==> config.mk <==
export PLATFORM = sky130hd
export DESIGN_NAME = deblocking_edge_filter_top_flat
export DESIGN_NICKNAME = d
export VERILOG_FILES = /design/src/rtl/dbf_pkg.sv /design/src/rtl/dbf_if.sv /design/src/rtl/deblocking_edge_filter_top.sv /design/src/flat_wrapper.sv
export SDC_FILE = /design/constraint.sdc
export NUM_CORES = 1
export LEC_CHECK = 0
export BUFFER_PORTS_ARGS = -buffer_cell sky130_fd_sc_hd__clkbuf_2
export CAP_MARGIN = 20
export CORE_MARGIN = 2
export CORE_UTILIZATION = 55
export DETAILED_ROUTE_END_ITERATION = 10
export PLACE_DENSITY = 0.81
export SKIP_CTS_REPAIR_TIMING = 1
export SLEW_MARGIN = 40
export SYNTH_ARGS = -nofsm -noshare
export SYNTH_HDL_FRONTEND = slang
export SYNTH_SLANG_ARGS = --single-unit
==> constraint.sdc <==
create_clock -name clk -period 10.35 [get_ports clk]
set_input_delay 1.035 -clock clk [delete_from_list [all_inputs] [get_ports clk]]
set_output_delay 1.035 -clock clk [all_outputs]
set_load 0.05 [all_outputs]
==> src/rtl/dbf_pkg.sv <==
`timescale 1ns / 1ps
// ----------------------------------------------------------------------------
// dbf_pkg
// Shared types, codes and helpers for the deblocking edge filter.
// ----------------------------------------------------------------------------
package dbf_pkg;

  localparam int PIX_W = 8;
  localparam int OP_W  = 2;
  localparam int LIM_W = 6;

  typedef logic [PIX_W-1:0] pix_t;

  // opcodes
  localparam logic [OP_W-1:0] OP_MB_EDGE = 2'd0;
  localparam logic [OP_W-1:0] OP_INNER   = 2'd1;
  localparam logic [OP_W-1:0] OP_SIMPLE  = 2'd2;

  typedef enum logic [1:0] {
    MODE_NONE,
    MODE_SHORT,
    MODE_INNER,
    MODE_WIDE
  } filt_mode_t;

  // six pixels that may change
  typedef struct packed {
    pix_t p2;
    pix_t p1;
    pix_t p0;
    pix_t q0;
    pix_t q1;
    pix_t q2;
  } line_t;

  function automatic pix_t abs_diff(input pix_t a, input pix_t b);
    abs_diff = (a > b) ? (a - b) : (b - a);
  endfunction

  function automatic logic signed [7:0] sat_s8(input logic signed [10:0] v);
    if (v < -11'sd128) begin
      sat_s8 = -8'sd128;
    end else if (v > 11'sd127) begin
      sat_s8 = 8'sd127;
    end else begin
      sat_s8 = v[7:0];
    end
  endfunction

  function automatic pix_t sat_u8(input logic signed [9:0] v);
    if (v < 10'sd0) begin
      sat_u8 = 8'd0;
    end else if (v > 10'sd255) begin
      sat_u8 = 8'd255;
    end else begin
      sat_u8 = v[7:0];
    end
  endfunction

  function automatic pix_t apply_delta(input pix_t p, input logic signed [7:0] d,
                                       input logic sub);
    logic signed [9:0] px;
    logic signed [9:0] dx;
    px = $signed({2'b00, p});
    dx = {{2{d[7]}}, d};
    apply_delta = sat_u8(sub ? (px - dx) : (px + dx));
  endfunction

endpackage

==> src/rtl/dbf_if.sv <==
`timescale 1ns / 1ps
// ----------------------------------------------------------------------------
// dbf_in_if / dbf_out_if
// Valid/ready channels for edge lines and filtered results.
// ----------------------------------------------------------------------------
interface dbf_in_if;
  import dbf_pkg::*;

  logic             valid;
  logic             ready;
  logic [OP_W-1:0]  opcode;
  pix_t             pix_p3;
  pix_t             pix_p2;
  pix_t             pix_p1;
  pix_t             pix_p0;
  pix_t             pix_q0;
  pix_t             pix_q1;
  pix_t             pix_q2;
  pix_t             pix_q3;
  logic [7:0]       edge_limit;
  logic [LIM_W-1:0] interior_limit;
  logic [LIM_W-1:0] hev_threshold;

  modport source (output valid, opcode, pix_p3, pix_p2, pix_p1, pix_p0, pix_q0,
                  pix_q1, pix_q2, pix_q3, edge_limit, interior_limit,
                  hev_threshold, input ready);
  modport sink (input valid, opcode, pix_p3, pix_p2, pix_p1, pix_p0, pix_q0,
                pix_q1, pix_q2, pix_q3, edge_limit, interior_limit,
                hev_threshold, output ready);
endinterface

interface dbf_out_if;
  import dbf_pkg::*;

  logic valid;
  logic ready;
  pix_t out_p2;
  pix_t out_p1;
  pix_t out_p0;
  pix_t out_q0;
  pix_t out_q1;
  pix_t out_q2;
  logic was_filtered;

  modport source (output valid, out_p2, out_p1, out_p0, out_q0, out_q1, out_q2,
                  was_filtered, input ready);
  modport sink (input valid, out_p2, out_p1, out_p0, out_q0, out_q1, out_q2,
                was_filtered, output ready);
endinterface

==> src/rtl/deblocking_edge_filter_top.sv <==
`timescale 1ns / 1ps
// ----------------------------------------------------------------------------
// deblocking_edge_filter_top
// Loop filter for one line of eight pixels across a block edge.
//
//  channel   dir  handshake            payload
//  in_ch     in   valid/ready          opcode, p3..q3, E, I, hev threshold
//  out_ch    out  valid/ready          p2..q2 filtered, was_filtered
//
// Four register stages: limit tests, filter value, tap terms, apply + clamp
// into the output register. One transaction per cycle while out_ch is ready.
// Each stage advances when it is empty or the one after it advances, so a
// stall on out_ch backs up stage by stage and bubbles still fill.
// Reset (rst_n low, synchronous) clears only the stage valid bits.
// ----------------------------------------------------------------------------
module deblocking_edge_filter_top (
  input logic      clk,
  input logic      rst_n,
  dbf_in_if.sink   in_ch,
  dbf_out_if.source out_ch
);
  import dbf_pkg::*;

  // stage enables
  logic v1_r, v2_r, v3_r, v4_r;
  logic en1, en2, en3, en4;

  assign en4 = !v4_r || out_ch.ready;
  assign en3 = !v3_r || en4;
  assign en2 = !v2_r || en3;
  assign en1 = !v1_r || en2;
  assign in_ch.ready = en1;

  // ---------------- stage 1: limit tests ----------------
  pix_t             ad_p3p2, ad_p2p1, ad_p1p0, ad_q3q2, ad_q2q1, ad_q1q0;
  pix_t             ad_p0q0, ad_p1q1;
  logic [9:0]       edge_sum;
  logic [7:0]       ilim, hlim;
  logic signed [8:0] diff_pq, diff_qp;

  line_t             line1_r;
  logic [OP_W-1:0]   op1_r;
  logic              edge_ok1_r, int_ok1_r, hev1_r;
  logic signed [7:0] cpq1_r;
  logic signed [8:0] d1_r;

  always_comb begin
    ad_p3p2  = abs_diff(in_ch.pix_p3, in_ch.pix_p2);
    ad_p2p1  = abs_diff(in_ch.pix_p2, in_ch.pix_p1);
    ad_p1p0  = abs_diff(in_ch.pix_p1, in_ch.pix_p0);
    ad_q3q2  = abs_diff(in_ch.pix_q3, in_ch.pix_q2);
    ad_q2q1  = abs_diff(in_ch.pix_q2, in_ch.pix_q1);
    ad_q1q0  = abs_diff(in_ch.pix_q1, in_ch.pix_q0);
    ad_p0q0  = abs_diff(in_ch.pix_p0, in_ch.pix_q0);
    ad_p1q1  = abs_diff(in_ch.pix_p1, in_ch.pix_q1);
    edge_sum = {1'b0, ad_p0q0, 1'b0} + {3'b000, ad_p1q1[7:1]};
    ilim     = {2'b00, in_ch.interior_limit};
    hlim     = {2'b00, in_ch.hev_threshold};
    diff_pq  = $signed({1'b0, in_ch.pix_p1}) - $signed({1'b0, in_ch.pix_q1});
    diff_qp  = $signed({1'b0, in_ch.pix_q0}) - $signed({1'b0, in_ch.pix_p0});
  end

  always_ff @(posedge clk) begin
    if (!rst_n) begin
      v1_r <= 1'b0;
    end else if (en1) begin
      v1_r <= in_ch.valid;
    end
  end

  always_ff @(posedge clk) begin
    if (en1) begin
      line1_r    <= '{p2: in_ch.pix_p2, p1: in_ch.pix_p1, p0: in_ch.pix_p0,
                      q0: in_ch.pix_q0, q1: in_ch.pix_q1, q2: in_ch.pix_q2};
      op1_r      <= in_ch.opcode;
      edge_ok1_r <= (edge_sum <= {2'b00, in_ch.edge_limit});
      int_ok1_r  <= (ad_p3p2 <= ilim) && (ad_p2p1 <= ilim) && (ad_p1p0 <= ilim) &&
                    (ad_q3q2 <= ilim) && (ad_q2q1 <= ilim) && (ad_q1q0 <= ilim);
      hev1_r     <= (ad_p1p0 > hlim) || (ad_q1q0 > hlim);
      cpq1_r     <= sat_s8({{2{diff_pq[8]}}, diff_pq});
      d1_r       <= diff_qp;
    end
  end

  // ---------------- stage 2: mode and filter value ----------------
  logic signed [10:0] d_x, d_3x, outer_sum;
  logic signed [7:0]  a_outer, a_inner;
  filt_mode_t         mode2_nxt;

  line_t             line2_r;
  logic [OP_W-1:0]   op2_r;
  filt_mode_t        mode2_r;
  logic signed [7:0] a2_r;

  always_comb begin
    d_x       = {{2{d1_r[8]}}, d1_r};
    d_3x      = d_x + (d_x <<< 1);
    outer_sum = {{3{cpq1_r[7]}}, cpq1_r} + d_3x;
    a_outer   = sat_s8(outer_sum);
    a_inner   = sat_s8(d_3x);

    unique case (op1_r) inside
      OP_MB_EDGE, OP_INNER: begin
        if (edge_ok1_r && int_ok1_r) begin
          if (hev1_r) begin
            mode2_nxt = MODE_SHORT;
          end else if (op1_r == OP_MB_EDGE) begin
            mode2_nxt = MODE_WIDE;
          end else begin
            mode2_nxt = MODE_INNER;
          end
        end else begin
          mode2_nxt = MODE_NONE;
        end
      end
      OP_SIMPLE: begin
        mode2_nxt = edge_ok1_r ? MODE_SHORT : MODE_NONE;
      end
      default: begin
        mode2_nxt = MODE_NONE;
      end
    endcase
  end

  always_ff @(posedge clk) begin
    if (!rst_n) begin
      v2_r <= 1'b0;
    end else if (en2) begin
      v2_r <= v1_r;
    end
  end

  always_ff @(posedge clk) begin
    if (en2) begin
      line2_r <= line1_r;
      op2_r   <= op1_r;
      mode2_r <= mode2_nxt;
      a2_r    <= (mode2_nxt == MODE_INNER) ? a_inner : a_outer;
    end
  end

  // ---------------- stage 3: tap terms ----------------
  logic signed [8:0]  a_x, t4, t3;
  logic signed [7:0]  f1, f2, f1p, f3;
  logic signed [12:0] w_x, w27, w18, w9;
  logic signed [7:0]  wa0, wa1, wa2;
  logic signed [7:0]  dp0_nxt, dq0_nxt, dt1_nxt, dt2_nxt;

  line_t             line3_r;
  filt_mode_t        mode3_r;
  logic signed [7:0] dp0_r, dq0_r, dt1_r, dt2_r;

  always_comb begin
    a_x = {a2_r[7], a2_r};
    t4  = a_x + 9'sd4;
    t3  = a_x + 9'sd3;
    if (t4 > 9'sd127) t4 = 9'sd127;
    if (t3 > 9'sd127) t3 = 9'sd127;
    f1  = 8'(t4 >>> 3);
    f2  = 8'(t3 >>> 3);
    f1p = f1 + 8'sd1;
    f3  = f1p >>> 1;

    // round-half-down taps of the wide filter: (k*w + 63) >> 7
    w_x = {{5{a2_r[7]}}, a2_r};
    w27 = w_x * 13'sd27 + 13'sd63;
    w18 = w_x * 13'sd18 + 13'sd63;
    w9  = w_x * 13'sd9 + 13'sd63;
    wa0 = 8'(w27 >>> 7);
    wa1 = 8'(w18 >>> 7);
    wa2 = 8'(w9 >>> 7);

    unique case (mode2_r)
      MODE_SHORT: begin
        dp0_nxt = f2;  dq0_nxt = f1;  dt1_nxt = 8'sd0; dt2_nxt = 8'sd0;
      end
      MODE_INNER: begin
        dp0_nxt = f2;  dq0_nxt = f1;  dt1_nxt = f3;    dt2_nxt = 8'sd0;
      end
      MODE_WIDE: begin
        dp0_nxt = wa0; dq0_nxt = wa0; dt1_nxt = wa1;   dt2_nxt = wa2;
      end
      default: begin
        dp0_nxt = 8'sd0; dq0_nxt = 8'sd0; dt1_nxt = 8'sd0; dt2_nxt = 8'sd0;
      end
    endcase
  end

  always_ff @(posedge clk) begin
    if (!rst_n) begin
      v3_r <= 1'b0;
    end else if (en3) begin
      v3_r <= v2_r;
    end
  end

  always_ff @(posedge clk) begin
    if (en3) begin
      line3_r <= line2_r;
      mode3_r <= mode2_r;
      dp0_r   <= dp0_nxt;
      dq0_r   <= dq0_nxt;
      dt1_r   <= dt1_nxt;
      dt2_r   <= dt2_nxt;
    end
  end

  // ---------------- stage 4: apply and clamp ----------------
  line_t line4_r;
  logic  filt4_r;

  always_ff @(posedge clk) begin
    if (!rst_n) begin
      v4_r <= 1'b0;
    end else if (en4) begin
      v4_r <= v3_r;
    end
  end

  always_ff @(posedge clk) begin
    if (en4) begin
      line4_r.p2 <= apply_delta(line3_r.p2, dt2_r, 1'b0);
      line4_r.p1 <= apply_delta(line3_r.p1, dt1_r, 1'b0);
      line4_r.p0 <= apply_delta(line3_r.p0, dp0_r, 1'b0);
      line4_r.q0 <= apply_delta(line3_r.q0, dq0_r, 1'b1);
      line4_r.q1 <= apply_delta(line3_r.q1, dt1_r, 1'b1);
      line4_r.q2 <= apply_delta(line3_r.q2, dt2_r, 1'b1);
      filt4_r    <= (mode3_r != MODE_NONE);
    end
  end

  assign out_ch.valid        = v4_r;
  assign out_ch.out_p2       = line4_r.p2;
  assign out_ch.out_p1       = line4_r.p1;
  assign out_ch.out_p0       = line4_r.p0;
  assign out_ch.out_q0       = line4_r.q0;
  assign out_ch.out_q1       = line4_r.q1;
  assign out_ch.out_q2       = line4_r.q2;
  assign out_ch.was_filtered = filt4_r;

  // ---------------- checks ----------------
  a_none_no_delta: assert property (@(posedge clk) disable iff (!rst_n)
    (v3_r && mode3_r == MODE_NONE) |->
      (dp0_r == 8'sd0 && dq0_r == 8'sd0 && dt1_r == 8'sd0 && dt2_r == 8'sd0))
    else $error("unfiltered line carries a nonzero tap");

  a_simple_short_only: assert property (@(posedge clk) disable iff (!rst_n)
    (v2_r && op2_r == OP_SIMPLE) |-> (mode2_r == MODE_NONE || mode2_r == MODE_SHORT))
    else $error("simple mode selected a normal-mode filter");

  a_stage3_hold: assert property (@(posedge clk) disable iff (!rst_n)
    (v3_r && !en4) |=> (v3_r && $stable(dp0_r) && $stable(line3_r)))
    else $error("stage 3 changed while stalled");

  a_short_keeps_outer: assert property (@(posedge clk) disable iff (!rst_n)
    (v3_r && mode3_r != MODE_WIDE) |-> (dt2_r == 8'sd0))
    else $error("outer pixels moved outside the wide filter");

endmodule

==> src/flat_wrapper.sv <==
// flat-port wrapper written by rule: the top's interface ports become plain ports
module deblocking_edge_filter_top_flat import dbf_pkg::*;
  (clk, rst_n, in_ch_valid, in_ch_opcode, in_ch_pix_p3, in_ch_pix_p2, in_ch_pix_p1, in_ch_pix_p0, in_ch_pix_q0, in_ch_pix_q1, in_ch_pix_q2, in_ch_pix_q3, in_ch_edge_limit, in_ch_interior_limit, in_ch_hev_threshold, in_ch_ready, out_ch_valid, out_ch_out_p2, out_ch_out_p1, out_ch_out_p0, out_ch_out_q0, out_ch_out_q1, out_ch_out_q2, out_ch_was_filtered, out_ch_ready);
  dbf_in_if in_ch_i ();
  dbf_out_if out_ch_i ();
  input logic clk;
  input logic rst_n;
  input wire logic [$bits(in_ch_i.valid)-1:0] in_ch_valid;
  input wire logic [$bits(in_ch_i.opcode)-1:0] in_ch_opcode;
  input wire logic [$bits(in_ch_i.pix_p3)-1:0] in_ch_pix_p3;
  input wire logic [$bits(in_ch_i.pix_p2)-1:0] in_ch_pix_p2;
  input wire logic [$bits(in_ch_i.pix_p1)-1:0] in_ch_pix_p1;
  input wire logic [$bits(in_ch_i.pix_p0)-1:0] in_ch_pix_p0;
  input wire logic [$bits(in_ch_i.pix_q0)-1:0] in_ch_pix_q0;
  input wire logic [$bits(in_ch_i.pix_q1)-1:0] in_ch_pix_q1;
  input wire logic [$bits(in_ch_i.pix_q2)-1:0] in_ch_pix_q2;
  input wire logic [$bits(in_ch_i.pix_q3)-1:0] in_ch_pix_q3;
  input wire logic [$bits(in_ch_i.edge_limit)-1:0] in_ch_edge_limit;
  input wire logic [$bits(in_ch_i.interior_limit)-1:0] in_ch_interior_limit;
  input wire logic [$bits(in_ch_i.hev_threshold)-1:0] in_ch_hev_threshold;
  output wire logic [$bits(in_ch_i.ready)-1:0] in_ch_ready;
  output wire logic [$bits(out_ch_i.valid)-1:0] out_ch_valid;
  output wire logic [$bits(out_ch_i.out_p2)-1:0] out_ch_out_p2;
  output wire logic [$bits(out_ch_i.out_p1)-1:0] out_ch_out_p1;
  output wire logic [$bits(out_ch_i.out_p0)-1:0] out_ch_out_p0;
  output wire logic [$bits(out_ch_i.out_q0)-1:0] out_ch_out_q0;
  output wire logic [$bits(out_ch_i.out_q1)-1:0] out_ch_out_q1;
  output wire logic [$bits(out_ch_i.out_q2)-1:0] out_ch_out_q2;
  output wire logic [$bits(out_ch_i.was_filtered)-1:0] out_ch_was_filtered;
  input wire logic [$bits(out_ch_i.ready)-1:0] out_ch_ready;
  assign in_ch_i.valid = in_ch_valid;
  assign in_ch_i.opcode = in_ch_opcode;
  assign in_ch_i.pix_p3 = in_ch_pix_p3;
  assign in_ch_i.pix_p2 = in_ch_pix_p2;
  assign in_ch_i.pix_p1 = in_ch_pix_p1;
  assign in_ch_i.pix_p0 = in_ch_pix_p0;
  assign in_ch_i.pix_q0 = in_ch_pix_q0;
  assign in_ch_i.pix_q1 = in_ch_pix_q1;
  assign in_ch_i.pix_q2 = in_ch_pix_q2;
  assign in_ch_i.pix_q3 = in_ch_pix_q3;
  assign in_ch_i.edge_limit = in_ch_edge_limit;
  assign in_ch_i.interior_limit = in_ch_interior_limit;
  assign in_ch_i.hev_threshold = in_ch_hev_threshold;
  assign in_ch_ready = in_ch_i.ready;
  assign out_ch_valid = out_ch_i.valid;
  assign out_ch_out_p2 = out_ch_i.out_p2;
  assign out_ch_out_p1 = out_ch_i.out_p1;
  assign out_ch_out_p0 = out_ch_i.out_p0;
  assign out_ch_out_q0 = out_ch_i.out_q0;
  assign out_ch_out_q1 = out_ch_i.out_q1;
  assign out_ch_out_q2 = out_ch_i.out_q2;
  assign out_ch_was_filtered = out_ch_i.was_filtered;
  assign out_ch_i.ready = out_ch_ready;
  deblocking_edge_filter_top u_core (.clk(clk), .rst_n(rst_n), .in_ch(in_ch_i), .out_ch(out_ch_i));
endmodule
Word-level counts from Yosys, hierarchy flattened
Index checks and enable logic that the tools add are counted.
- add/subtract/negate cells: 33
- muxes and demuxes: 30
- multipliers: 3
- eq/ne operators: 6
- reductions and logical operators: 19
- magnitude comparators: 37
- operators with widths (kind ; number):
    8-bit 2-to-1 mux ; 20
    8-bit subtractor ; 16
    8-bit greater-than comparator ; 8
    10-bit by 9-bit greater-than comparator with 1-bit output, second input constant ; 6
    10-bit by 1-bit < comparator with 1-bit output, second input constant ; 6
    8-bit by 6-bit less-or-equal comparator with 1-bit output ; 6
    8-bit one-hot mux with 2 select lines ; 3
    13-bit by 7-bit adder with 13-bit output, second input constant ; 3
    9-bit by 8-bit greater-than comparator with 1-bit output, second input constant ; 3
    11-bit by 8-bit greater-than comparator with 1-bit output, second input constant ; 2
    11-bit by 8-bit < comparator with 1-bit output, second input constant ; 2
    9-bit by 8-bit adder with 10-bit output ; 2
    9-bit by 8-bit subtractor with 10-bit output ; 2
    9-bit 2-to-1 mux ; 2
    8-bit by 8-bit subtractor with 9-bit output ; 2
    8-bit by 6-bit greater-than comparator with 1-bit output ; 2
    8-bit by 5-bit multiplier with 13-bit output, second input constant ; 1
    8-bit by 6-bit multiplier with 13-bit output, second input constant ; 1
    8-bit by 5-bit multiplier with 12-bit output, second input constant ; 1
    11-bit adder ; 1
    9-bit by 10-bit adder with 11-bit output ; 1
    9-bit by 6-bit adder with 10-bit output ; 1
    9-bit by 7-bit adder with 10-bit output ; 1
    10-bit by 8-bit less-or-equal comparator with 1-bit output ; 1
    16 further kinds ; 35
- register bits: 261
- logic and storage cells: 170
- output and inout port bits: 51

Logic depth before layout (Yosys ltp)
Gate-level depths: netlist of run 1.
- depth after elaboration: 8
- mapped depth: 25
- depth with buffers taken out: 24

Least setup slack after synthesis of run 1
OpenSTA, ideal clock, no wires.
- path kind: input port to flip-flop
- start: in in_ch_pix_q1[2]
- end: reg u_core.edge_ok1_r, data pin
- arrival time: 4.996 ns
- buffers on the path: 2
- stages on the path: 25
- path slack: 5.097 ns
- path through: inv_1 -> ha_1 -> clkbuf_1 -> o21ai_0 -> a21boi_0 -> o21ai_0 -> a211oi_1 -> o22a_1 -> clkbuf_1 -> mux2i_1 -> xnor2_1 -> ha_1 -> inv_1 -> fa_1 -> inv_1 -> a21oi_1 -> o21bai_1 -> a21oi_1 -> o21bai_1 -> xor2_1 -> ha_1 -> nand4_1 -> nor2_1 -> a21oi_1 -> a21oi_1
- word-level cells in the longest chain between the ends: 4
- elaborated cells on any way between the ends: 6
- those cells by class: 3 x add/sub; 2 x order compare; 1 x mux
- RTL lines (what ; RTL line ; text):
    start: declaration ; flat_wrapper.sv:15 ; input wire logic [$bits(in_ch_i.pix_q1)-1:0] in_ch_pix_q1;
    8-bit subtractor or 8-bit greater-than comparator (tied branches) ; dbf_pkg.sv:37 ; abs_diff = (a > b) ? (a - b) : (b - a);
    8-bit 2-to-1 mux (*) ; dbf_pkg.sv:37 ;
    9-bit by 7-bit adder with 10-bit output (*) ; deblocking_edge_filter_top.sv:56 ; edge_sum = {1'b0, ad_p0q0, 1'b0} + {3'b000, ad_p1q1[7:1]};
    10-bit by 8-bit less-or-equal comparator with 1-bit output (*) ; deblocking_edge_filter_top.sv:76 ; edge_ok1_r <= (edge_sum <= {2'b00, in_ch.edge_limit});
    end signal: assignment ; deblocking_edge_filter_top.sv:76 ;
    end: declaration ; deblocking_edge_filter_top.sv:43 ; logic edge_ok1_r, int_ok1_r, hev1_r;
Mark *: on every way between the ends. The rest lies on a longest branch, timed or not.
A chain may end at the register's enable or synchronous reset.

Final worst setup path of run 1
- start: in in_ch_pix_q1[1]
- end: reg u_core.edge_ok1_r, data pin
Same word-level chain as after synthesis.

==> reports/results.ini, run 1 <==
[timing]
max_clock_freq_ghz = 0.184
grt_setup_unrepaired = no
worst_slew_margin_rel_pct = 48.5
timing_worst_slew_pin_value_ps = 772
setup-violations-final = 0
finalWorstPathRequiredPeriod_ps = 5430
finalMaxSlewViolations = 0
clock_skew_ps = 25.4
layout_worst_path_cycle_share_pct = 52.5
finalSetupTns_ps = 0
report.final.hold_viol_count = 0

[run_status]
status = completed

[logic_synthesis]
synth_nets = 2414
postSynthRegisterBits = 255
cell_count_after_synthesis = 1948
seq_area_frac_synth_pct = 37.0
post_synth_num_cell_types = 78
syn_area_per_cell_sq_um = 10.6
synth_edf_count = 251
synth_top_flop_cell = sky130_fd_sc_hd__edfxtp_1
async_flop_share_pct = 0
netlist_area_sq_um = 20600
yosys_warnings = 0

[setup_path]
critPathRequiredTime_ps = 10640
cp_max_fo = 8
startpoint_type = primary input
timing.critical_path.arrival_ps = 5720
worstSetupEndpointType = register
setup.worst_path.start = in_ch_pix_q1[1]
critPathKind = in -> reg
critical_path.reg2reg.startpoint = u_core.a2_r[2]$_DFFE_PP_

[global_routing]
first_pass_grt_wire_length_um = 78300
grt_usage_pct = 25.6
antenna_found_initial = 1
grt_start_max_net_pins = 75
first_global_vias = 15400
grt_remaining_overflow = 0

[routing]
drc_violations_left = 0
routed_via_density = 5.95
drt_wl_total_um = 50200
dr_total_vias = 15300
drt_first_iter_violations = 1097
detail_route.first_pass.iterations = 5
wl_per_cell_um = 19.5
ant_nets = 0

[hold_path]
hp-start = u_core.line2_r[2]$_DFFE_PP_
hold_path.class = reg -> reg

[layout]
area.sequential_sq_um = 7620
drive_above_1_share_pct = 10.8
antenna_cells = 0
post_route_utilization_pct = 61.4
layout.nets = 2556
fillCellCount = 2938
synthToLayoutAreaGrowth_pct = 9.69
multi_input_logic_area_sq_um = 12000

[floorplanning]
initial_standard_cell_utilization_of_the_core_pct = 56.0
num_io_pins = 141
fp.dieArea_sq_um = 39000
die-height_um = 198
core_sq_um = 36800
std_cell_rows = 70
floorplan.die.width_um = 198

[run]
maxCapViolCount = 0

[clocking]
clk_pin_slew_worst_paths_ps = 60
cts_root_buf = sky130_fd_sc_hd__clkbuf_16
cts.path.max_buffers = 3
htree_levels = 1
cts_tree = yes
cts_sinks = 255
clock_latency_ps = 550
cts-buffers-inserted = 26

[power_and_ir_drop]
power_per_cell_area_nw_per_um2 = 251
power.static_leakage_nw = 10.4
peakVddDrop_v = 0.000411

[placed_design]
port-buffer-count = 140
globalplace.congestion = 0.946
dp_hpwl_um = 40100

[worst max-delay path, cell delays in order]
cell and delay (ps):
sky130_fd_sc_hd__clkbuf_2 220, sky130_fd_sc_hd__inv_1 220, sky130_fd_sc_hd__ha_1 370, sky130_fd_sc_hd__nor2b_1 130, sky130_fd_sc_hd__o21ai_0 130, sky130_fd_sc_hd__a21boi_0 280, sky130_fd_sc_hd__o21ai_0 200, sky130_fd_sc_hd__a211oi_1 260
sky130_fd_sc_hd__o22a_1 420, sky130_fd_sc_hd__mux2i_1 270, sky130_fd_sc_hd__xnor2_1 160, sky130_fd_sc_hd__ha_1 190, sky130_fd_sc_hd__inv_1 60, sky130_fd_sc_hd__fa_1 400, sky130_fd_sc_hd__inv_1 70, sky130_fd_sc_hd__a21oi_1 50
sky130_fd_sc_hd__o21bai_1 190, sky130_fd_sc_hd__a21oi_1 100, sky130_fd_sc_hd__o21bai_1 210, sky130_fd_sc_hd__xor2_1 180, sky130_fd_sc_hd__ha_1 280, sky130_fd_sc_hd__nand4_1 100, sky130_fd_sc_hd__nor2_1 50, sky130_fd_sc_hd__a21oi_1 110
sky130_fd_sc_hd__a21oi_1 50
[stage by stage]
step / total power, mW / setup slack, ps / instance area (sq um) / hold WS, ps / instances
detailed placement: 4.72 / 4440 / 21800 / 405 / 2530
finish: 5.66 / 4920 / 22600 / 413 / 2573
global route: 6.10 / 4570 / 22600 / 424 / 2573
global placement: 4.52 / 4600 / 21800 / 401 / 2530
floorplan: 3.93 / 5100 / 20600 / 400 / 1948
CTS: 5.63 / 4980 / 22600 / 413 / 2573
[power breakdown]
group | switching (mW) | internal, mW | total, mW | leakage, nW
clock network | 0.381 | 0.486 | 0.867 | 0.369
logic | 2.00 | 1.43 | 3.43 | 7.25
registers | 0.107 | 1.26 | 1.36 | 2.75
total | 2.49 | 3.17 | 5.66 | 10.4
[layout make-up]
cell class | count | area share (%)
clock inverter | 11 | 0.460
sequential | 255 | 33.7
timing repair buffer | 143 | 3.23
clock buffer | 32 | 2.98
multi-input combinational | 1417 | 52.9
inverter | 247 | 4.11
tap | 468 | 2.59
[flip-flops by register name, summed over array words and instances (netlist names), 9 cells and up]
name            cells
u_core.line2_r     48
u_core.line3_r     48
u_core.line1_r     48
u_core.d1_r         9
[final timing paths]
check	to	cells past startpoint	slack, ps
worst max-delay path	u_core.edge_ok1_r$_DFFE_PP_	25	4920
worst min-delay path	u_core.line3_r[2]$_DFFE_PP_	0	410
worst max register to register	u_core.dq0_r[4]$_DFFE_PP_	14	5360
worst min register to register	u_core.line3_r[2]$_DFFE_PP_	0	410
[layout by cell type (no fill, tap or decap), types with 53 or more instances in the layout]
cell type / synthesis / routed
sky130_fd_sc_hd__o21ai_0: 77 / 77
sky130_fd_sc_hd__ha_1: 331 / 331
sky130_fd_sc_hd__a21o_1: 53 / 53
sky130_fd_sc_hd__nor2_1: 73 / 73
sky130_fd_sc_hd__nand2_1: 64 / 62
sky130_fd_sc_hd__clkbuf_2: 0 / 140
sky130_fd_sc_hd__edfxtp_1: 251 / 251
sky130_fd_sc_hd__inv_1: 246 / 244
sky130_fd_sc_hd__xnor2_1: 104 / 104
sky130_fd_sc_hd__a21oi_1: 155 / 155
[Yosys cell counts, types with 7 or more instances]
cell type	number	area (sq um)
sky130_fd_sc_hd__nor2b_1	29	181
sky130_fd_sc_hd__inv_1	246	923
sky130_fd_sc_hd__and3_1	8	50.1
sky130_fd_sc_hd__nand4_1	25	156
sky130_fd_sc_hd__o22ai_1	21	131
sky130_fd_sc_hd__o21a_1	41	308
sky130_fd_sc_hd__fa_1	45	901
sky130_fd_sc_hd__xor2_1	43	377
sky130_fd_sc_hd__nand2_1	64	240
sky130_fd_sc_hd__xnor2_1	104	911
sky130_fd_sc_hd__ha_1	331	4140
sky130_fd_sc_hd__o21bai_1	30	225
sky130_fd_sc_hd__nor3_1	33	165
sky130_fd_sc_hd__nand2b_1	29	181
sky130_fd_sc_hd__edfxtp_1	251	7540
sky130_fd_sc_hd__and2_1	15	93.8
sky130_fd_sc_hd__a21oi_1	155	776
sky130_fd_sc_hd__a31oi_1	11	68.8
sky130_fd_sc_hd__mux2_2	25	282
sky130_fd_sc_hd__mux2i_1	35	350
sky130_fd_sc_hd__nand3_1	28	140
sky130_fd_sc_hd__a21o_1	53	398
sky130_fd_sc_hd__o21ai_0	77	385
sky130_fd_sc_hd__a2111oi_0	7	61.3
sky130_fd_sc_hd__a211oi_1	13	97.6
sky130_fd_sc_hd__nor2_1	73	274
sky130_fd_sc_hd__clkbuf_1	25	93.8
[logic make-up after synthesis]
group           count (synthesis)  synth area share (%)
fa+ha+maj                     376                  24.5
simple gates                  349                  8.81
xor+xnor                      147                  6.25
mux                            62                  3.18
buf+inv                       276                  5.09
compound gates                483                  15.2
flops                         255                  37.0
[metal layers]
metal,routed length (um),GRT usage (%),vias up,share of wire [%]
li1,-,-,7323,-
met1,20700,31.9,7296,41
met2,24100,43.8,549,48
met3,2930,3.60,144,5.8
met4,2360,12.0,2,4.7
met5,12,0,-,0.024
(Power assumes the default switching activity.)
==> run 2: changes to the inputs <==
--- a/config.mk
+++ b/config.mk
@@ -5,12 +5,13 @@
 export SDC_FILE = /design/constraint.sdc
 export NUM_CORES = 1
 export LEC_CHECK = 0
+export ABC_AREA = 1
 export BUFFER_PORTS_ARGS = -buffer_cell sky130_fd_sc_hd__clkbuf_2
 export CAP_MARGIN = 20
 export CORE_MARGIN = 2
 export CORE_UTILIZATION = 55
 export DETAILED_ROUTE_END_ITERATION = 10
-export PLACE_DENSITY = 0.81
+export PLACE_DENSITY = 0.8
 export SKIP_CTS_REPAIR_TIMING = 1
 export SLEW_MARGIN = 40
 export SYNTH_ARGS = -nofsm -noshare
==> constraint.sdc (replaced) <==
create_clock -name clk -period 5 [get_ports clk]
set_input_delay 0.5 -clock clk [delete_from_list [all_inputs] [get_ports clk]]
set_output_delay 0.5 -clock clk [all_outputs]
set_load 0.05 [all_outputs]
==> reports/results.ini, run 2 <==
[logic_synthesis]
yosys.cell_count.top_type = sky130_fd_sc_hd__nand2_1
post_synth_num_cell_types = 57  ; -27%
cell_count_after_synthesis = 2661  ; +37%
yosysTopAreaCellShare_pct = 34.0  ; -2.5 points
netlist_area_sq_um = 22100  ; +7.5%
synth_edf_count = 251  ; unchanged
syn_area_per_cell_sq_um = 8.32  ; -21%
synth_area_leaders = sky130_fd_sc_hd__edfxtp_1, sky130_fd_sc_hd__ha_1, sky130_fd_sc_hd__nand2_1
yosys_warnings = 0  ; unchanged
synth_nets = 3127  ; +30%
postSynthRegisterBits = 255  ; unchanged
synth_top_flop_cell = sky130_fd_sc_hd__edfxtp_1
seq_area_frac_synth_pct = 34.4  ; -2.6 points
async_flop_share_pct = 0  ; unchanged
netlist_top_cells_count = sky130_fd_sc_hd__nand2_1, sky130_fd_sc_hd__inv_1, sky130_fd_sc_hd__ha_1
yosys.area.top_type = sky130_fd_sc_hd__edfxtp_1

[setup_path]
critPathRequiredTime_ps = 5380  ; -5260 ps
worstPathBufferInverterCount = 2  ; -2
critPathKind = reg -> reg
worstSetupEndpointType = register
critical_path_cell_count = 13  ; -48%
worst_path_largest_cell_delay_ps = 600  ; +180 ps
rr_worst_depth = 13  ; -1
startpoint_type = register
worst_path_slowest_cell = sky130_fd_sc_hd__edfxtp_1
timing.critical_path.arrival_ps = 4640  ; -1080 ps
crit_path_cell_trace = inv_1 > ha_1 > fa_1 > inv_1 > fa_1 > ha_1 > ha_1 > a21oi_1 > o21ai_0 > a21oi_1 > xor2_1 > or2_2 > a21oi_1
cp_max_fo = 7  ; -1
timing.critical_path.max_delay_family = adder cells

[clocking]
cts-buffers-inserted = 27  ; +3.8%
cts_tree = yes
cts.path.max_buffers = 3  ; unchanged
htree_levels = 1  ; unchanged
clock_latency_ps = 560  ; about the same
cts_root_buf = sky130_fd_sc_hd__clkbuf_16
clk_pin_slew_worst_paths_ps = 60  ; about the same
cts_sinks = 255  ; unchanged

[timing]
finalMaxSlewViolations = 0  ; unchanged
setup-violations-final = 0  ; unchanged
timing_worst_slew_pin_value_ps = 712  ; -60.0 ps
worst_slew_margin_rel_pct = 52.5  ; +4.0 points
holdWs_ps = 128  ; -285 ps
report.final.hold_viol_count = 0  ; unchanged
clock_skew_ps = 8.66  ; -16.7 ps
layout_worst_path_cycle_share_pct = 85.2
grt_setup_unrepaired = no
max_clock_freq_ghz = 0.235
setup_ws_ps = 738  ; -4180 ps
finalWorstPathRequiredPeriod_ps = 4260
finalSetupTns_ps = 0  ; unchanged

[global_routing]
grt_remaining_overflow = 0  ; unchanged
grt_usage_pct = 27.5  ; +1.9 points
grt_start_max_net_pins = 76  ; +1.3%
first_pass_grt_wire_length_um = 90600  ; +16%
antenna_found_initial = 4  ; +3
first_global_vias = 17700  ; +15%

[floorplanning]
fp.dieArea_sq_um = 41900  ; +7.3%
core_sq_um = 39700  ; +8.0%
die-height_um = 205  ; +3.6%
num_io_pins = 141  ; unchanged
floorplan.die.width_um = 205  ; +3.6%
initial_standard_cell_utilization_of_the_core_pct = 55.7  ; -0.28 points
std_cell_rows = 73  ; +4.3%

[routing]
routed_via_density = 5.41  ; -9.0%
dr_total_vias = 18300  ; +20%
drt_first_iter_violations = 1380  ; +26%
wl_per_cell_um = 17.0  ; -13%
drt_wl_total_um = 57600  ; +15%
ant_nets = 0  ; unchanged
detail_route.first_pass.iterations = 6  ; +1
drc_violations_left = 0  ; unchanged

[run_status]
status = completed

[run]
maxCapViolCount = 0  ; unchanged

[power_and_ir_drop]
power.share.switching_pct = 47.1  ; +3.1 points
power.static_leakage_nw = 12.8  ; +24%
cellInternalPower_mw = 6.25  ; +97%
power_per_cell_area_nw_per_um2 = 484  ; +93%
power_frac_comb_pct = 61.0  ; +0.4 points
share_seq_of_total_power_pct = 23.4  ; -0.7 points
peakVddDrop_v = 0.000467  ; +14%
total_switching_power_mw = 5.57  ; +120%
clkPwrFrac_pct = 15.6  ; +0.3 points

[placed_design]
globalplace.congestion = 1.02  ; +7.4%
dpl_worst_slack_ps = 298  ; -4140 ps
port-buffer-count = 140  ; unchanged
dp_hpwl_um = 47300  ; +18%
dp.cells = 3333  ; +32%

[layout]
final_cell_mix = sky130_fd_sc_hd__nand2_1, sky130_fd_sc_hd__inv_1, sky130_fd_sc_hd__ha_1
finalNonFillerCells = 3383  ; +31%
fillCellCount = 3407  ; +16%
layout_top_registers = u_core.line1_r x48, u_core.line2_r x48, u_core.line3_r x48
post_route_utilization_pct = 61.4  ; about the same
drive_above_1_share_pct = 9.59  ; -1.2 points
layout.cells.most_common = sky130_fd_sc_hd__nand2_1
synthToLayoutAreaGrowth_pct = 10.3
layout.nets = 3303  ; +29%

[hold_path]
min_delay_path_depth = 1  ; +1
hold_path.class = in -> reg

-- run 2: cell count changes after synthesis, sizes merged, moves of 29 or more --
cell | previous run | this run
nand2b | 29 | 0
xnor2 | 104 | 24
a21o | 53 | 19
xor2 | 43 | 95
nand3 | 28 | 124
mux2i | 35 | 4
nor2 | 73 | 115
a21oi | 155 | 193
inv | 247 | 508
o21a | 41 | 10
nor2b | 29 | 0
nand2 | 64 | 672
-- run 2: power by group through the flow --
stage | Combinational, mW | Clock (mW) | Sequential, mW
floorplan | 5.26 | 0 | 2.93
global placement | 6.85 | 0 | 2.79
detailed placement | 7.05 | 0 | 2.80
CTS | 7.14 | 1.88 | 2.76
global route | 8.20 | 1.95 | 2.78
finish | 7.21 | 1.84 | 2.76
-- run 2: layout make-up --
| type | count | area [sq um] | share of cell area, % |
|---|---|---|---|
| Antenna cell | 1 | 2.50 | 0.0103 |
| Clock buffer | 36 | 709 | 2.91 |
| Clock inverter | 13 | 95.1 | 0.390 |
| Inverter | 508 | 1910 | 7.84 |
| Multi-Input combinational cell | 1874 | 12500 | 51.1 |
| Sequential cell | 255 | 7620 | 31.2 |
| Tap cell | 525 | 657 | 2.69 |
| Timing Repair Buffer | 171 | 937 | 3.84 |
-- run 2: metrics by stage --
stage	instance area [sq um]	power (mW)
after detailed placement	23600	9.86
final	24400	11.8
after CTS	24400	11.8
after floorplan	22100	8.19
after global placement	23600	9.64
after global routing	24400	12.9
-- run 2: cells by family (layout without fill, tap and decap cells) --
| logic type | Yosys count | after routing | share of synthesized area (%) |
|---|---|---|---|
| and+or+nand+nor | 988 | 988 | 18.7 |
| buffers and inverters | 532 | 728 | 9.23 |
| AOI/OAI and AO/OA | 387 | 387 | 9.94 |
| adders and majority gates | 376 | 376 | 22.8 |
| DFF | 255 | 255 | 34.4 |
| xor gates and xnor gates | 119 | 119 | 4.78 |
| muxes | 4 | 4 | 0.181 |
| other | 0 | 1 | 0 |
-- run 2: final timing paths --
check / slack [ps] / from / end
hold / removal: 130 / in_ch_opcode[0] / u_core.op1_r[0]$_DFFE_PP_
setup reg to reg: 740 / u_core.a2_r[2]$_DFFE_PP_ / u_core.dp0_r[0]$_DFFE_PP_
setup / recovery: 740 / u_core.a2_r[2]$_DFFE_PP_ / u_core.dp0_r[0]$_DFFE_PP_
hold reg to reg: 410 / u_core.line1_r[31]$_DFFE_PP_ / u_core.line2_r[31]$_DFFE_PP_
-- run 2: routing by layer --
metal  part of all wire (%)  global-route usage, %  wire [um]  up-vias
li1                       -                      -          -     9068
met1                     43                   36.0      24900     8551
met2                     48                   47.8      27500      583
met3                    5.7                   2.69       3310      116
met4                    3.2                   8.95       1850        0
met5                      0                      0          0        -
-- run 2: worst register-to-register path, stage by stage, from the launching register on --
cell	delay [ps]
sky130_fd_sc_hd__edfxtp_1	600
sky130_fd_sc_hd__inv_1	260
sky130_fd_sc_hd__ha_1	440
sky130_fd_sc_hd__fa_1	540
sky130_fd_sc_hd__inv_1	60
sky130_fd_sc_hd__fa_1	470
sky130_fd_sc_hd__ha_1	310
sky130_fd_sc_hd__ha_1	330
sky130_fd_sc_hd__a21oi_1	180
sky130_fd_sc_hd__o21ai_0	140
sky130_fd_sc_hd__a21oi_1	160
sky130_fd_sc_hd__xor2_1	90
sky130_fd_sc_hd__or2_2	290
sky130_fd_sc_hd__a21oi_1	220
==> run 3: changes to the inputs <==
--- a/config.mk
+++ b/config.mk
@@ -5,13 +5,12 @@
 export SDC_FILE = /design/constraint.sdc
 export NUM_CORES = 1
 export LEC_CHECK = 0
-export ABC_AREA = 1
 export BUFFER_PORTS_ARGS = -buffer_cell sky130_fd_sc_hd__clkbuf_2
 export CAP_MARGIN = 20
 export CORE_MARGIN = 2
 export CORE_UTILIZATION = 55
 export DETAILED_ROUTE_END_ITERATION = 10
-export PLACE_DENSITY = 0.8
+export PLACE_DENSITY = 0.81
 export SKIP_CTS_REPAIR_TIMING = 1
 export SLEW_MARGIN = 40
 export SYNTH_ARGS = -nofsm -noshare
==> reports/results.ini, run 3 (synthesized netlist as in run 1, its figures left out) <==
[run_status]
status = completed

[floorplanning]
num_io_pins = 141  ; unchanged
initial_standard_cell_utilization_of_the_core_pct = 56.0  ; +0.28 points
std_cell_rows = 70  ; -4.1%
floorplan.die.width_um = 198  ; -3.5%
die-height_um = 198  ; -3.5%
fp.dieArea_sq_um = 39000  ; -6.8%
core_sq_um = 36800  ; -7.4%

[power_and_ir_drop]
power_mw = 12.1  ; +2.4%
power_per_cell_area_nw_per_um2 = 526  ; +8.7%
power.static_leakage_nw = 10.6  ; -17%
peakVddDrop_v = 0.000602  ; +29%

[placed_design]
port-buffer-count = 140  ; unchanged
globalplace.congestion = 0.973  ; -4.2%
dpl_worst_slack_ps = 75.4  ; -223 ps
dp_hpwl_um = 40900  ; -13%

[timing]
clock_skew_ps = 14.0  ; +5.34 ps
setup_ws_ps = 502  ; -236 ps
worst_slew_margin_rel_pct = 49.9  ; -2.7 points
finalSetupTns_ps = 0  ; unchanged
report.final.hold_viol_count = 0  ; unchanged
layout_worst_path_cycle_share_pct = 90.0  ; +4.7 points
finalMaxSlewViolations = 0  ; unchanged
setup-violations-final = 0  ; unchanged
grt_setup_unrepaired = no
max_clock_freq_ghz = 0.222  ; -5.3%
finalWorstPathRequiredPeriod_ps = 4500  ; +236 ps
timing_worst_slew_pin_value_ps = 749  ; +37.1 ps

[setup_path]
worstSetupEndpointType = register
critPathKind = reg -> reg
setup.worst_path.start = u_core.a2_r[4]$_DFFE_PP_
critPathRequiredTime_ps = 5260  ; -120 ps
critical_path.reg2reg.startpoint = u_core.a2_r[4]$_DFFE_PP_
worst_path_slowest_cell = sky130_fd_sc_hd__edfxtp_1
cp_dominant_cell_by_count = sky130_fd_sc_hd__fa_1
crit_path_cell_trace = ha_1 > inv_1 > fa_1 > fa_1 > inv_1 > fa_1 > ha_1 > nor3_1 > o21ai_0 > a311oi_1 > o21bai_1 > a21oi_1 > xor2_1 > o21ai_0
worst_path_largest_cell_delay_ps = 560  ; -40 ps
startpoint_type = register
timing.critical_path.max_delay_family = adder cells
cp_max_fo = 7  ; unchanged
worstPathBufferInverterCount = 2  ; unchanged
timing.critical_path.arrival_ps = 4760  ; +120 ps

[routing]
drt_first_iter_violations = 1031  ; -25%
routed_via_density = 5.86  ; +8.2%
dr_total_vias = 15300  ; -17%
drc_violations_left = 0  ; unchanged
detail_route.first_pass.iterations = 7  ; +1
wl_per_cell_um = 19.4  ; +14%
ant_nets = 0  ; unchanged
drt_wl_total_um = 50700  ; -12%

[global_routing]
grtUsageMet1_pct = 33.3  ; -2.7 points
first_pass_grt_wire_length_um = 80000  ; -12%
globalRouteMet3Util_pct = 3.45  ; +0.76 points
globalRoute.busiestLayer = met2
global_routing_met2_resource_utilization_pct = 45.6  ; -2.3 points
antenna_found_initial = 0  ; -4
first_global_vias = 15400  ; -13%
grt_remaining_overflow = 0  ; unchanged
grt_start_max_net_pins = 71  ; -6.6%
grt_usage_pct = 26.2  ; -1.4 points

[clocking]
htree_levels = 1  ; unchanged
cts-buffers-inserted = 28  ; +3.7%
cts.path.max_buffers = 3  ; unchanged
cts_tree = yes
cts_sinks = 255  ; unchanged
cts_root_buf = sky130_fd_sc_hd__clkbuf_16
clock_latency_ps = 550  ; about the same
clk_pin_slew_worst_paths_ps = 60  ; about the same

[layout]
layout.cells.most_common = sky130_fd_sc_hd__ha_1
layout.nets = 2588  ; -22%
antenna_cells = 0  ; -1
final_cell_mix = sky130_fd_sc_hd__ha_1, sky130_fd_sc_hd__edfxtp_1, sky130_fd_sc_hd__inv_1
synthToLayoutAreaGrowth_pct = 11.7
layout_top_registers = u_core.line1_r x48, u_core.line2_r x48, u_core.line3_r x48
drive_above_1_share_pct = 12.4  ; +2.8 points

[hold_path]
hp-start = in_ch_opcode[0]
hold_path.class = in -> reg

[run]
maxCapViolCount = 0  ; unchanged

[run 3: changes by cell type in the layout (fill, tap and decap cells not counted), moves of 31 or more]
cell,previous run,this run
sky130_fd_sc_hd__xnor2_1,24,104
sky130_fd_sc_hd__inv_1,491,244
sky130_fd_sc_hd__xor2_1,93,43
sky130_fd_sc_hd__a21o_1,19,53
sky130_fd_sc_hd__o21a_1,10,41
sky130_fd_sc_hd__nor2_1,110,73
sky130_fd_sc_hd__nand3_1,123,28
sky130_fd_sc_hd__nand2_1,654,62
sky130_fd_sc_hd__mux2i_1,4,35
sky130_fd_sc_hd__a21oi_1,189,155
[run 3: worst paths after layout]
path / to / slack [ps] / cells after the start
setup / recovery: u_core.dq0_r[4]$_DFFE_PP_ / 500 / 14
hold / removal: u_core.op1_r[0]$_DFFE_PP_ / 140 / 1
setup reg to reg: u_core.dq0_r[4]$_DFFE_PP_ / 500 / 14
hold reg to reg: u_core.line3_r[18]$_DFFE_PP_ / 410 / 0
[run 3: worst register-to-register path, stage by stage, from the launching register on]
cell and delay, ps:
sky130_fd_sc_hd__edfxtp_1 560, sky130_fd_sc_hd__ha_1 360, sky130_fd_sc_hd__inv_1 40, sky130_fd_sc_hd__fa_1 460
sky130_fd_sc_hd__fa_1 550, sky130_fd_sc_hd__inv_1 60, sky130_fd_sc_hd__fa_1 460, sky130_fd_sc_hd__ha_1 220
sky130_fd_sc_hd__nor3_1 130, sky130_fd_sc_hd__o21ai_0 200, sky130_fd_sc_hd__a311oi_1 410, sky130_fd_sc_hd__o21bai_1 170
sky130_fd_sc_hd__a21oi_1 220, sky130_fd_sc_hd__xor2_1 230, sky130_fd_sc_hd__o21ai_0 150
[run 3: layer usage]
layer  vias to the layer above  part of all wire [%]
li1                       7381                     -
met1                      7235                    41
met2                       559                    48
met3                       119                   6.7
met4                         0                   3.6
met5                         -                     0
[run 3: through the flow]
stage	hold WS, ps	cells	util [%]	instance area [sq um]
after global placement	401	2560	59.9	22000
after global routing	126	2611	62.5	23000
after CTS	122	2611	62.5	23000
after detailed placement	405	2560	59.9	22000
final	137	2611	62.5	23000
after floorplan	400	1948	-	20600
[run 3: area by class of cell]
class / instances / area, sq um
Clock buffer: 36 / 772
Clock inverter: 15 / 198
Fill cell: 2876 / 13800
Inverter: 247 / 930
Multi-Input combinational cell: 1417 / 12000
Sequential cell: 255 / 7620
Tap cell: 468 / 586
Timing Repair Buffer: 173 / 952
[run 3: power breakdown]
group	internal (mW)	switching, mW	total (mW)
registers	2.60	0.119	2.72
logic	3.00	4.22	7.23
clock network	1.30	0.852	2.15
total	6.90	5.20	12.1
